### config.mk
export PLATFORM = sky130hd
export DESIGN_NAME = per_key_rate_limiter
export DESIGN_NICKNAME = d
export VERILOG_FILES = /design/src/hdl/pkrl_pkg.sv /design/src/hdl/pkrl_table.sv /design/src/hdl/per_key_rate_limiter.sv
export SDC_FILE = /design/constraint.sdc
export NUM_CORES = 2
export LEC_CHECK = 0
export ABC_AREA = 1
export BUFFER_PORTS_ARGS = -buffer_cell sky130_fd_sc_hd__buf_2
export CORE_MARGIN = 10
export CORE_UTILIZATION = 60
export DETAILED_ROUTE_END_ITERATION = 10
export PLACE_DENSITY = 0.81
export SYNTH_ARGS = -nofsm -noshare
export SYNTH_HDL_FRONTEND = slang
export SYNTH_SLANG_ARGS = --single-unit
export TNS_END_PERCENT = 5
### constraint.sdc
create_clock -name clk -period 8.93 [get_ports clk]
set_input_delay 1.786 -clock clk [delete_from_list [all_inputs] [get_ports clk]]
set_output_delay 1.786 -clock clk [all_outputs]
set_load 0.02 [all_outputs]
### src/hdl/pkrl_pkg.sv
// shared types and constants for the per-key rate limiter
package pkrl_pkg;

  localparam int TIME_W   = 32;
  localparam int CNT_W    = 8;
  localparam int CFG_W    = 32;
  localparam int CFG_IDX_W = 1;
  localparam int SLOT_W   = 3;

  localparam logic [CFG_IDX_W-1:0] REG_WINDOW_MS = 1'd0;
  localparam logic [CFG_IDX_W-1:0] REG_MAX_REQ   = 1'd1;

  localparam logic [TIME_W-1:0] WINDOW_RESET = 32'd60000;
  localparam logic [CNT_W-1:0]  MAXREQ_RESET = 8'd5;
  localparam logic [CNT_W-1:0]  CNT_SAT      = 8'd255;

  typedef enum logic [1:0] {
    ST_IDLE,
    ST_SCAN,
    ST_UPD,
    ST_HOLD
  } pkrl_state_t;

endpackage

### src/hdl/pkrl_table.sv
// entry table: key, window start and count memories plus per-entry valid bits
module pkrl_table
  import pkrl_pkg::*;
#(
  parameter int TABLE_ENTRIES = 8,
  parameter int KEY_BITS      = 64,
  parameter int IDX_W         = 3
) (
  input  logic                clk,
  input  logic                rst_n,
  input  logic [IDX_W-1:0]    rd_addr,
  output logic                rd_valid,
  output logic [KEY_BITS-1:0] rd_key,
  output logic [TIME_W-1:0]   rd_ws,
  output logic [CNT_W-1:0]    rd_cnt,
  input  logic                wr_en,
  input  logic [IDX_W-1:0]    wr_addr,
  input  logic [KEY_BITS-1:0] wr_key,
  input  logic [TIME_W-1:0]   wr_ws,
  input  logic [CNT_W-1:0]    wr_cnt
);

  logic [KEY_BITS-1:0] key_mem [TABLE_ENTRIES];
  logic [TIME_W-1:0]   ws_mem  [TABLE_ENTRIES];
  logic [CNT_W-1:0]    cnt_mem [TABLE_ENTRIES];

  logic [TABLE_ENTRIES-1:0] valid_r;
  logic                     rd_valid_r;
  logic [KEY_BITS-1:0]      rd_key_r;
  logic [TIME_W-1:0]        rd_ws_r;
  logic [CNT_W-1:0]         rd_cnt_r;

  always_ff @(posedge clk) begin
    if (wr_en) begin
      key_mem[wr_addr] <= wr_key;
      ws_mem[wr_addr]  <= wr_ws;
      cnt_mem[wr_addr] <= wr_cnt;
    end
    rd_key_r <= key_mem[rd_addr];
    rd_ws_r  <= ws_mem[rd_addr];
    rd_cnt_r <= cnt_mem[rd_addr];
  end

  always_ff @(posedge clk) begin
    if (!rst_n) begin
      valid_r    <= '0;
      rd_valid_r <= 1'b0;
    end else begin
      if (wr_en) begin
        valid_r[wr_addr] <= 1'b1;
      end
      rd_valid_r <= valid_r[rd_addr];
    end
  end

  assign rd_valid = rd_valid_r;
  assign rd_key   = rd_key_r;
  assign rd_ws    = rd_ws_r;
  assign rd_cnt   = rd_cnt_r;

endmodule

### src/hdl/per_key_rate_limiter.sv
// per-key fixed-window rate limiter: scan sequencer, window update and result register
//
//   channel | direction | handshake          | payload
//   in      | input     | in_valid/in_stall   | in_topic_key, in_now_ms
//   out     | output    | out_valid/out_stall | out_allowed, out_slot_index, out_new_entry,
//           |           |                     | out_evicted, out_count_after
//   cfg     | input     | cfg_we              | cfg_index, cfg_wdata
//
// a word passes through the accept step, then one entry read and compared per cycle over
// the single read port (a key hit ends the scan early), then an update step through the
// shared subtract/compare unit that also writes the entry back
// reset clears the valid bits, the sequencer and the output register; no clearing pass
// the next word is taken while a result still waits on out_stall; a finished result
// that finds the output register full is parked until it drains
module per_key_rate_limiter
  import pkrl_pkg::*;
#(
  parameter int TABLE_ENTRIES = 8,
  parameter int KEY_BITS      = 64
) (
  input  logic                 clk,
  input  logic                 rst_n,
  input  logic                 in_valid,
  output logic                 in_stall,
  input  logic [63:0]          in_topic_key,
  input  logic [TIME_W-1:0]    in_now_ms,
  output logic                 out_valid,
  input  logic                 out_stall,
  output logic                 out_allowed,
  output logic [SLOT_W-1:0]    out_slot_index,
  output logic                 out_new_entry,
  output logic                 out_evicted,
  output logic [CNT_W-1:0]     out_count_after,
  input  logic                 cfg_we,
  input  logic [CFG_IDX_W-1:0] cfg_index,
  input  logic [CFG_W-1:0]     cfg_wdata
);

  localparam int IDX_W = (TABLE_ENTRIES > 1) ? $clog2(TABLE_ENTRIES) : 1;
  localparam logic [IDX_W-1:0] LAST_IDX = IDX_W'(TABLE_ENTRIES - 1);

  pkrl_state_t state_r, state_nxt;

  logic [TIME_W-1:0]   window_r;
  logic [CNT_W-1:0]    max_req_r;

  logic [IDX_W-1:0]    idx_r, idx_nxt;
  logic [KEY_BITS-1:0] key_r, key_nxt;
  logic [TIME_W-1:0]   now_r, now_nxt;
  logic                free_found_r, free_found_nxt;
  logic [IDX_W-1:0]    free_idx_r, free_idx_nxt;
  logic [IDX_W-1:0]    slot_r, slot_nxt;
  logic [TIME_W-1:0]   ent_ws_r, ent_ws_nxt;
  logic [CNT_W-1:0]    ent_cnt_r, ent_cnt_nxt;
  logic                fresh_r, fresh_nxt;
  logic                evict_r, evict_nxt;

  logic                res_allowed_r, res_allowed_nxt;
  logic [SLOT_W-1:0]   res_slot_r, res_slot_nxt;
  logic                res_fresh_r, res_fresh_nxt;
  logic                res_evict_r, res_evict_nxt;
  logic [CNT_W-1:0]    res_cnt_r, res_cnt_nxt;

  logic                out_valid_r, out_valid_nxt;
  logic                out_allowed_r, out_allowed_nxt;
  logic [SLOT_W-1:0]   out_slot_r, out_slot_nxt;
  logic                out_fresh_r, out_fresh_nxt;
  logic                out_evict_r, out_evict_nxt;
  logic [CNT_W-1:0]    out_cnt_r, out_cnt_nxt;

  logic [IDX_W-1:0]    rd_addr;
  logic                rd_valid;
  logic [KEY_BITS-1:0] rd_key;
  logic [TIME_W-1:0]   rd_ws;
  logic [CNT_W-1:0]    rd_cnt;
  logic                wr_en;
  logic [TIME_W-1:0]   wr_ws;
  logic [CNT_W-1:0]    wr_cnt;

  logic                in_acc;
  logic                out_free;
  logic                hit;
  logic [TIME_W-1:0]   elapsed;
  logic                restart;
  logic [CNT_W-1:0]    base_cnt;
  logic [IDX_W+SLOT_W-1:0] slot_ext;

  pkrl_table #(
    .TABLE_ENTRIES (TABLE_ENTRIES),
    .KEY_BITS      (KEY_BITS),
    .IDX_W         (IDX_W)
  ) u_table (
    .clk      (clk),
    .rst_n    (rst_n),
    .rd_addr  (rd_addr),
    .rd_valid (rd_valid),
    .rd_key   (rd_key),
    .rd_ws    (rd_ws),
    .rd_cnt   (rd_cnt),
    .wr_en    (wr_en),
    .wr_addr  (slot_r),
    .wr_key   (key_r),
    .wr_ws    (wr_ws),
    .wr_cnt   (wr_cnt)
  );

  // configuration registers
  always_ff @(posedge clk) begin
    if (!rst_n) begin
      window_r  <= WINDOW_RESET;
      max_req_r <= MAXREQ_RESET;
    end else if (cfg_we) begin
      case (cfg_index)
        REG_WINDOW_MS: window_r  <= cfg_wdata;
        REG_MAX_REQ:   max_req_r <= cfg_wdata[CNT_W-1:0];
        default: ;
      endcase
    end
  end

  assign in_stall = (state_r != ST_IDLE);
  assign in_acc   = in_valid && !in_stall;
  assign out_free = !out_valid_r || !out_stall;
  assign hit      = rd_valid && (rd_key == key_r);

  // shared window unit: wrapping elapsed time against the window length
  assign elapsed  = now_r - ent_ws_r;
  assign restart  = (elapsed >= window_r);
  assign base_cnt = restart ? '0 : ent_cnt_r;
  assign wr_cnt   = (base_cnt == CNT_SAT) ? CNT_SAT : base_cnt + 1'b1;
  assign wr_ws    = restart ? now_r : ent_ws_r;
  assign wr_en    = (state_r == ST_UPD);
  assign slot_ext = {{SLOT_W{1'b0}}, slot_r};

  always_ff @(posedge clk) begin
    if (!rst_n) begin
      state_r     <= ST_IDLE;
      out_valid_r <= 1'b0;
    end else begin
      state_r     <= state_nxt;
      out_valid_r <= out_valid_nxt;
    end
  end

  always_ff @(posedge clk) begin
    idx_r         <= idx_nxt;
    key_r         <= key_nxt;
    now_r         <= now_nxt;
    free_found_r  <= free_found_nxt;
    free_idx_r    <= free_idx_nxt;
    slot_r        <= slot_nxt;
    ent_ws_r      <= ent_ws_nxt;
    ent_cnt_r     <= ent_cnt_nxt;
    fresh_r       <= fresh_nxt;
    evict_r       <= evict_nxt;
    res_allowed_r <= res_allowed_nxt;
    res_slot_r    <= res_slot_nxt;
    res_fresh_r   <= res_fresh_nxt;
    res_evict_r   <= res_evict_nxt;
    res_cnt_r     <= res_cnt_nxt;
    out_allowed_r <= out_allowed_nxt;
    out_slot_r    <= out_slot_nxt;
    out_fresh_r   <= out_fresh_nxt;
    out_evict_r   <= out_evict_nxt;
    out_cnt_r     <= out_cnt_nxt;
  end

  always_comb begin
    state_nxt       = state_r;
    idx_nxt         = idx_r;
    key_nxt         = key_r;
    now_nxt         = now_r;
    free_found_nxt  = free_found_r;
    free_idx_nxt    = free_idx_r;
    slot_nxt        = slot_r;
    ent_ws_nxt      = ent_ws_r;
    ent_cnt_nxt     = ent_cnt_r;
    fresh_nxt       = fresh_r;
    evict_nxt       = evict_r;
    res_allowed_nxt = res_allowed_r;
    res_slot_nxt    = res_slot_r;
    res_fresh_nxt   = res_fresh_r;
    res_evict_nxt   = res_evict_r;
    res_cnt_nxt     = res_cnt_r;
    out_allowed_nxt = out_allowed_r;
    out_slot_nxt    = out_slot_r;
    out_fresh_nxt   = out_fresh_r;
    out_evict_nxt   = out_evict_r;
    out_cnt_nxt     = out_cnt_r;
    out_valid_nxt   = out_free ? 1'b0 : out_valid_r;
    rd_addr         = '0;

    case (state_r)
      ST_IDLE: begin
        // entry 0 is read every idle cycle so the scan starts with data in hand
        if (in_acc) begin
          key_nxt        = in_topic_key[KEY_BITS-1:0];
          now_nxt        = in_now_ms;
          idx_nxt        = '0;
          free_found_nxt = 1'b0;
          state_nxt      = ST_SCAN;
        end
      end
      ST_SCAN: begin
        rd_addr = (idx_r == LAST_IDX) ? '0 : idx_r + 1'b1;
        if (hit) begin
          slot_nxt    = idx_r;
          ent_ws_nxt  = rd_ws;
          ent_cnt_nxt = rd_cnt;
          fresh_nxt   = 1'b0;
          evict_nxt   = 1'b0;
          state_nxt   = ST_UPD;
        end else if (idx_r == LAST_IDX) begin
          // miss: first free entry, else overwrite entry 0
          fresh_nxt   = 1'b1;
          ent_ws_nxt  = now_r;
          ent_cnt_nxt = '0;
          if (free_found_r) begin
            slot_nxt  = free_idx_r;
            evict_nxt = 1'b0;
          end else if (!rd_valid) begin
            slot_nxt  = idx_r;
            evict_nxt = 1'b0;
          end else begin
            slot_nxt  = '0;
            evict_nxt = 1'b1;
          end
          state_nxt = ST_UPD;
        end else begin
          if (!rd_valid && !free_found_r) begin
            free_found_nxt = 1'b1;
            free_idx_nxt   = idx_r;
          end
          idx_nxt = idx_r + 1'b1;
        end
      end
      ST_UPD: begin
        res_allowed_nxt = (wr_cnt <= max_req_r);
        res_slot_nxt    = slot_ext[SLOT_W-1:0];
        res_fresh_nxt   = fresh_r;
        res_evict_nxt   = evict_r;
        res_cnt_nxt     = wr_cnt;
        if (out_free) begin
          out_valid_nxt   = 1'b1;
          out_allowed_nxt = (wr_cnt <= max_req_r);
          out_slot_nxt    = slot_ext[SLOT_W-1:0];
          out_fresh_nxt   = fresh_r;
          out_evict_nxt   = evict_r;
          out_cnt_nxt     = wr_cnt;
          state_nxt       = ST_IDLE;
        end else begin
          state_nxt = ST_HOLD;
        end
      end
      ST_HOLD: begin
        if (out_free) begin
          out_valid_nxt   = 1'b1;
          out_allowed_nxt = res_allowed_r;
          out_slot_nxt    = res_slot_r;
          out_fresh_nxt   = res_fresh_r;
          out_evict_nxt   = res_evict_r;
          out_cnt_nxt     = res_cnt_r;
          state_nxt       = ST_IDLE;
        end
      end
      default: begin
        state_nxt = ST_IDLE;
      end
    endcase
  end

  assign out_valid       = out_valid_r;
  assign out_allowed     = out_allowed_r;
  assign out_slot_index  = out_slot_r;
  assign out_new_entry   = out_fresh_r;
  assign out_evicted     = out_evict_r;
  assign out_count_after = out_cnt_r;

  a_accept_starts_scan: assert property (@(posedge clk) disable iff (!rst_n)
    in_acc |=> (state_r == ST_SCAN) && (idx_r == '0))
    else $error("accepted word did not start a scan at entry 0");

  a_scan_in_range: assert property (@(posedge clk) disable iff (!rst_n)
    (state_r == ST_SCAN) |-> (idx_r <= LAST_IDX))
    else $error("scan index past the last table entry");

  a_count_nonzero: assert property (@(posedge clk) disable iff (!rst_n)
    out_valid_r |-> (out_cnt_r != '0))
    else $error("result carries a zero count");

  a_evict_slot0: assert property (@(posedge clk) disable iff (!rst_n)
    (out_valid_r && out_evict_r) |-> (out_fresh_r && (out_slot_r == '0)))
    else $error("eviction reported on a slot other than entry 0");

  a_allowed_match: assert property (@(posedge clk) disable iff (!rst_n)
    out_valid_r |-> (out_allowed_r == (out_cnt_r <= max_req_r)))
    else $error("allowed flag disagrees with count and limit");

endmodule
* After elaboration in Yosys (flattened, before gate mapping)
Memories as Yosys holds them, arrays and structs flattened. A register that Yosys moved wholly into a read port is not among the register bits.
Index checks and enable logic that the tools add are counted.
** Operators by class
- $add $sub $neg :: 3
- Muxes and demuxes :: 56
- Magnitude comparators :: 5
- Eq/ne operators :: 13
- Bitwise gates (word level) :: 4
- Reduce and logical (&&, ||, !) cells :: 25
** Operator list (count)
- 32-bit 2-to-1 mux :: 3
- 64-bit == test :: 1
- 8-bit 2-to-1 mux :: 6
- 3-bit 2-to-1 mux :: 11
- 32-bit greater-or-equal comparator :: 1
- 32-bit subtractor :: 1
- 1-bit 2-to-1 mux :: 21
- 8-bit case mux with 2 select lines :: 1
- 2-bit inequality test (second input constant) :: 6
- 3-bit case mux with 2 select lines :: 2
- 2-bit 2-to-1 mux :: 5
- 8-bit by 1-bit adder with 8-bit output (second input constant) :: 1
- 8-bit == test (second input constant) :: 1
- 8-bit less-or-equal comparator :: 1
- 3-bit by 4-bit < comparator with 1-bit output (second input constant) :: 2
- 8-bit bitwise OR :: 1
- 1-bit case mux with 2 select lines :: 4
- 2-bit case mux with 4 select lines :: 1
- 2-bit AND reduction :: 4
- 4-bit AND reduction :: 2
- 2-bit nonzero test :: 4
- 3-bit AND reduction :: 2
- 1-bit logical NOT :: 5
- 5-bit AND reduction :: 1
- 13 further kinds :: 19
** Storage, ports and cells
- RAM bits :: 832
- Logic and storage cells :: 135
- Register bits :: 228
- Memories kept :: 3
- Input port bits :: 134
- Output and inout bits :: 16
** Memory list
- u_table.key_mem :: words 8, width 64, rd ports 1, clocked after Yosys merged registers in 1, wr ports 1, line pkrl_table.sv:23 : logic [KEY_BITS-1:0] key_mem [TABLE_ENTRIES];
- u_table.ws_mem :: words 8, width 32, rd ports 1, clocked after Yosys merged registers in 1, wr ports 1, line pkrl_table.sv:24 : logic [TIME_W-1:0] ws_mem [TABLE_ENTRIES];
- u_table.cnt_mem :: words 8, width 8, rd ports 1, clocked after Yosys merged registers in 1, wr ports 1, line pkrl_table.sv:25 : logic [CNT_W-1:0] cnt_mem [TABLE_ENTRIES];

* Longest topological paths before layout
- Depth in word-level cells :: 8
- Mapped depth :: 41
- Depth with buffers taken out :: 41

* Modules after synthesis
Synthesis repeated with hierarchy kept, for this count alone.
** Second synthesis, totals
- Cells, all modules :: 4310
- Area, all modules :: 48261.3 um^2
** Modules (own cells, without submodules)
- pkrl_table :: times used 1, cells an instance 2939, seq. area each 27246.1 um^2, area each 35749.3 um^2
- per_key_rate_limiter :: times used 1, cells an instance 1371, seq. area each 6145.9 um^2, area each 12512.0 um^2

* Least setup slack after synthesis
Ideal clock, no wire load.
- Kind :: input port to flip-flop
- Start point :: input port in_valid
- End point :: register idx_r[0] (enable)
- Setup slack :: 2204 ps
- Setup time :: 319 ps
- Stages :: 4
- Path buffers :: 0
- Arrival :: 6407 ps
- Data required time :: 8611 ps
- Cell sequence :: inv_1 > nor2_1 > inv_1 > nand2_1
** On the way
- Longest elaborated chain between the ends :: 3
** RTL lines
- from (decl) :: line per_key_rate_limiter.sv:23 : input logic in_valid,
- 1-bit logical AND :: line per_key_rate_limiter.sv:122 : assign in_acc = in_valid && !in_stall;
- 2-bit inequality test (no source line)
- 4-bit AND reduction (no source line)
- to (signal assigned) :: line per_key_rate_limiter.sv:146 : idx_r <= idx_nxt;
- to (decl) :: line per_key_rate_limiter.sv:47 : logic [IDX_W-1:0] idx_r, idx_nxt;
Every way passes these cells.
A chain may end at the register's enable or synchronous reset.

* Worst setup path in the final report
- Start point :: register now_r[0]
- End point :: register out_allowed_r, in the netlist out_allowed, data pin
** On the way
- Longest elaborated chain between the ends :: 8
- Elaborated cells between the ends (all ways) :: 9
- Classes of those cells :: 2 x add/sub; 2 x order compare; 1 x eq/ne; 4 x mux
** RTL lines
- from (decl) :: line per_key_rate_limiter.sv:49 : logic [TIME_W-1:0] now_r, now_nxt;
- from (signal assigned) :: line per_key_rate_limiter.sv:148 : now_r <= now_nxt;
- 32-bit subtractor * :: line per_key_rate_limiter.sv:127 : assign elapsed = now_r - ent_ws_r;
- 32-bit greater-or-equal comparator * :: line per_key_rate_limiter.sv:128 : assign restart = (elapsed >= window_r);
- 8-bit 2-to-1 mux * :: line per_key_rate_limiter.sv:129 : assign base_cnt = restart ? '0 : ent_cnt_r;
- 8-bit by 1-bit adder with 8-bit output / 8-bit == test (equally long branches) :: line per_key_rate_limiter.sv:130 : assign wr_cnt = (base_cnt == CNT_SAT) ? CNT_SAT : base_cnt + 1'b1;
- 8-bit 2-to-1 mux * :: line per_key_rate_limiter.sv:130
- named net u_table.wr_cnt[7] :: line pkrl_table.sv:20 : input logic [CNT_W-1:0] wr_cnt
- 8-bit less-or-equal comparator * :: line per_key_rate_limiter.sv:245 : out_allowed_nxt = (wr_cnt <= max_req_r);
- 1-bit 2-to-1 mux * :: line per_key_rate_limiter.sv:243 : if (out_free) begin
- 1-bit case mux with 2 select lines * :: line per_key_rate_limiter.sv:193 : case (state_r)
- named net out_allowed_nxt :: line per_key_rate_limiter.sv:65 : logic out_allowed_r, out_allowed_nxt;
- to (signal assigned) :: line per_key_rate_limiter.sv:161 : out_allowed_r <= out_allowed_nxt;
- to (decl) :: line per_key_rate_limiter.sv:65
Mark *: on every way through the listed nets, which the timed path passes. The rest lies on a longest branch. The select of a mux whose other input is x is not followed.

==> flow_summary.yaml <==
routing:
  vias: 30735
  dr.pass1.iters: 6
  initialDrtViolationCount: 3443
  drt-vias-per-instance: 6.009
  wirelength_um: 111600
  drcViolationCount: 0
  ant_nets: 0
  wl_per_cell_um: 21.83
cts:
  cts_buffer_depth: 3
  ctsHtreeMaxLevel: 3
  cts.sinks: 1164
  cts-buffers-inserted: 109
  ctsResizeCount: 0
  clk_pin_slew_worst_paths_ns: 0.07
  insertion_delay_ns: 0.67
  cts_setup_buffers: 0
  postCtsHoldBufs: 0
  cts_tree: "built"
  cts-root-buf: "clkbuf_16"
die:
  design.die.area_um2: 90600
  die_w_um: 301.0
  core_um2: 77850
  die_y_um: 301.0
  start_util_pct: 60.86
  ios: 150
  core.rowCount: 102
worst_setup_path:
  criticalPathCategory: "reg2reg"
  cp.arrival_ns: 6.73
  reg2reg_depth: 35
  end_kind: "register"
  cp_slowest_cell: "buf_4"
  cpMostUsedCell: "nand2_1"
  cp_max_fo: 68
  r2r_setup_slack_ns: 2.62
  path_depth: 35
  crit_family: "simple AND/OR/NAND/NOR gates"
  worstPathRequired_ns: 9.35
  crit_path_max_incr_delay_ns: 0.52
  startpoint_type: "register"
  cp.buffers_inverters: 4
place:
  place_ws_ns: 2.763
  numPortBuffers: 149
  dpl.cell_count: 4909
  hpwl_um: 61800
  gp_congestion: 0.9219
  dpl_cell_area_um2: 49030
global_routing:
  grt_pass1_vias: 29904
  grt_first_pass_wirelength_um: 172000
  antenna_found_initial: 2
  grt_max_degree: 273
  gr-total-overflow: 0
  grt_usage_pct: 24.28
hold_path:
  hp-class: "reg2reg"
  hold_depth: 0
timing:
  setup_viol_count_final: 0
  layout_setup_ws_ns: 2.618
  worst_slew_pin_slew_ns: 1.331
  clock.fmax_ghz: 0.1584
  holdWs_ns: 0.4511
  fin_worst_skew_ns: 0.03068
  rsz0062_at_grt: "false"
  slew_headroom_pct: 11.27
  hold_viol: 0
  layout_worst_path_cycle_share_pct: 70.69
  period_minus_slack_ns: 6.312
  final_max_slew_viol_count: 0
  fin_tns_setup_ns: 0
power:
  power_mw: 12.39
  cellLeakagePower_nw: 18.80
  powerDensity_nw_per_um2: 235.3
  ir_drop_v: 0.0001962
yosys:
  avgSynthCellArea_um2: 12.21
  synthDistinctLibCells: 47
  ys_seq_area_share_pct: 70.48
  synthArstFlopShare_pct: 0
  netlist_instances: 3879
  synthFlopType: "edfxtp_1"
  synth_nets: 4088
  yosysWarnings: 0
  yosysTopAreaCellShare_pct: 63.89
  synth_edf_count: 1008
  yosysTopAreaCell: "edfxtp_1"
  syn-cell-area_um2: 47380
  synthTopCellsByArea: "edfxtp_1 (64%), dfxtp_1 (6.6%), nand2_1 (6.1%)"
  synth-seq-cells: 1164
final_layout:
  fin_util_pct: 67.65
  area_delta_synth_final_pct: 11.15
  most-common-layout-cells: "edfxtp_1 (1,008), nand2_1 (774), nand3_1 (251)"
  fillers: 5355
  multi_input_area_um2: 12350
  seqCellArea_um2: 33390
  final_common_cell: "edfxtp_1"
  final_cells: 5115
  design_area_um2: 52660
  drive_gt1_share_pct: 10.87
  nNetsFinal: 4189
  diodes: 0
job:
  drv_cap: 0
outcome:
  outcome: "finished clean"
==> worst paths after layout <==
check / startpoint / endpoint
worst max-delay path: now_r[0] / out_allowed
worst min-delay path: evict_r / res_evict_r
worst max register to register: now_r[0] / out_allowed
worst min register to register: evict_r / res_evict_r
==> power breakdown <==
| group | internal (mW) | switching (mW) |
|---|---|---|
| clock | 2.70 | 1.96 |
| combinational | 0.410 | 0.978 |
| sequential | 6.22 | 0.124 |
==> cell families after synthesis <==
logic type	Yosys count	share of synthesized area, %
AOI/OAI and AO/OA	651	8.488
and+or+nand+nor	1506	14.38
adders and majority gates	75	1.996
DFF	1164	70.48
xor gates and xnor gates	55	1.017
buffers and inverters	428	3.636
==> cells in the mapped netlist (3+ instances only) <==
| master | instances |
|---|---|
| buf_4 | 11 |
| o21a_1 | 8 |
| xnor2_1 | 16 |
| buf_2 | 48 |
| nand2_2 | 3 |
| inv_1 | 236 |
| a31oi_1 | 111 |
| buf_1 | 17 |
| o21ai_1 | 4 |
| o2111ai_1 | 4 |
| inv_2 | 4 |
| a21oi_1 | 193 |
| xor2_1 | 39 |
| or2_1 | 134 |
| edfxtp_1 | 1008 |
| ha_1 | 74 |
| nand4_1 | 45 |
| dfxtp_1 | 156 |
| nand2_1 | 775 |
| nand3_1 | 251 |
| nor3_1 | 23 |
| o21ai_0 | 98 |
| a21o_1 | 3 |
| or2_2 | 68 |
| nor2_1 | 143 |
| o211ai_1 | 216 |
| clkbuf_1 | 109 |
| or2_0 | 32 |
| o21bai_1 | 5 |
| nor4_1 | 20 |
==> layout make-up <==
class | instances | share of cell area (%)
Sequential cell | 1164 | 63.41
Multi-Input combinational cell | 2287 | 23.45
Clock buffer | 140 | 5.571
Tap cell | 1040 | 2.471
Timing Repair Buffer | 177 | 2.029
Inverter | 241 | 1.746
Clock inverter | 66 | 1.330
==> worst register-to-register path: cells and delay by family (launching register included) <==
family | cells | cell delay, ns
and+or+nand+nor | 20 | 2.10
adders and majority gates | 5 | 1.60
AOI/OAI and AO/OA | 5 | 1.06
buffers and inverters | 4 | 0.76
DFF | 1 | 0.35
xor gates and xnor gates | 1 | 0.18
==> sequential cells by signal (all words and copies together) (netlist names), 32 cells and up, named ones only <==
name / count
u_table.rd_ws: 32
now_r: 32
window_r: 32
key_r: 64
u_table.rd_key: 64
u_table.cnt_mem: 64
u_table.ws_mem: 256
u_table.key_mem: 512
ent_ws_r: 32
==> per-layer routing <==
layer	up-vias	track usage, %	share of wire, %
li1	14087	-	-
met1	14902	33.29	41
met2	1556	39.55	48
met3	186	3.773	8.6
met4	4	7.950	2.3
met5	-	0	0.018
Note: power is estimated with default switching activity, not from simulation.
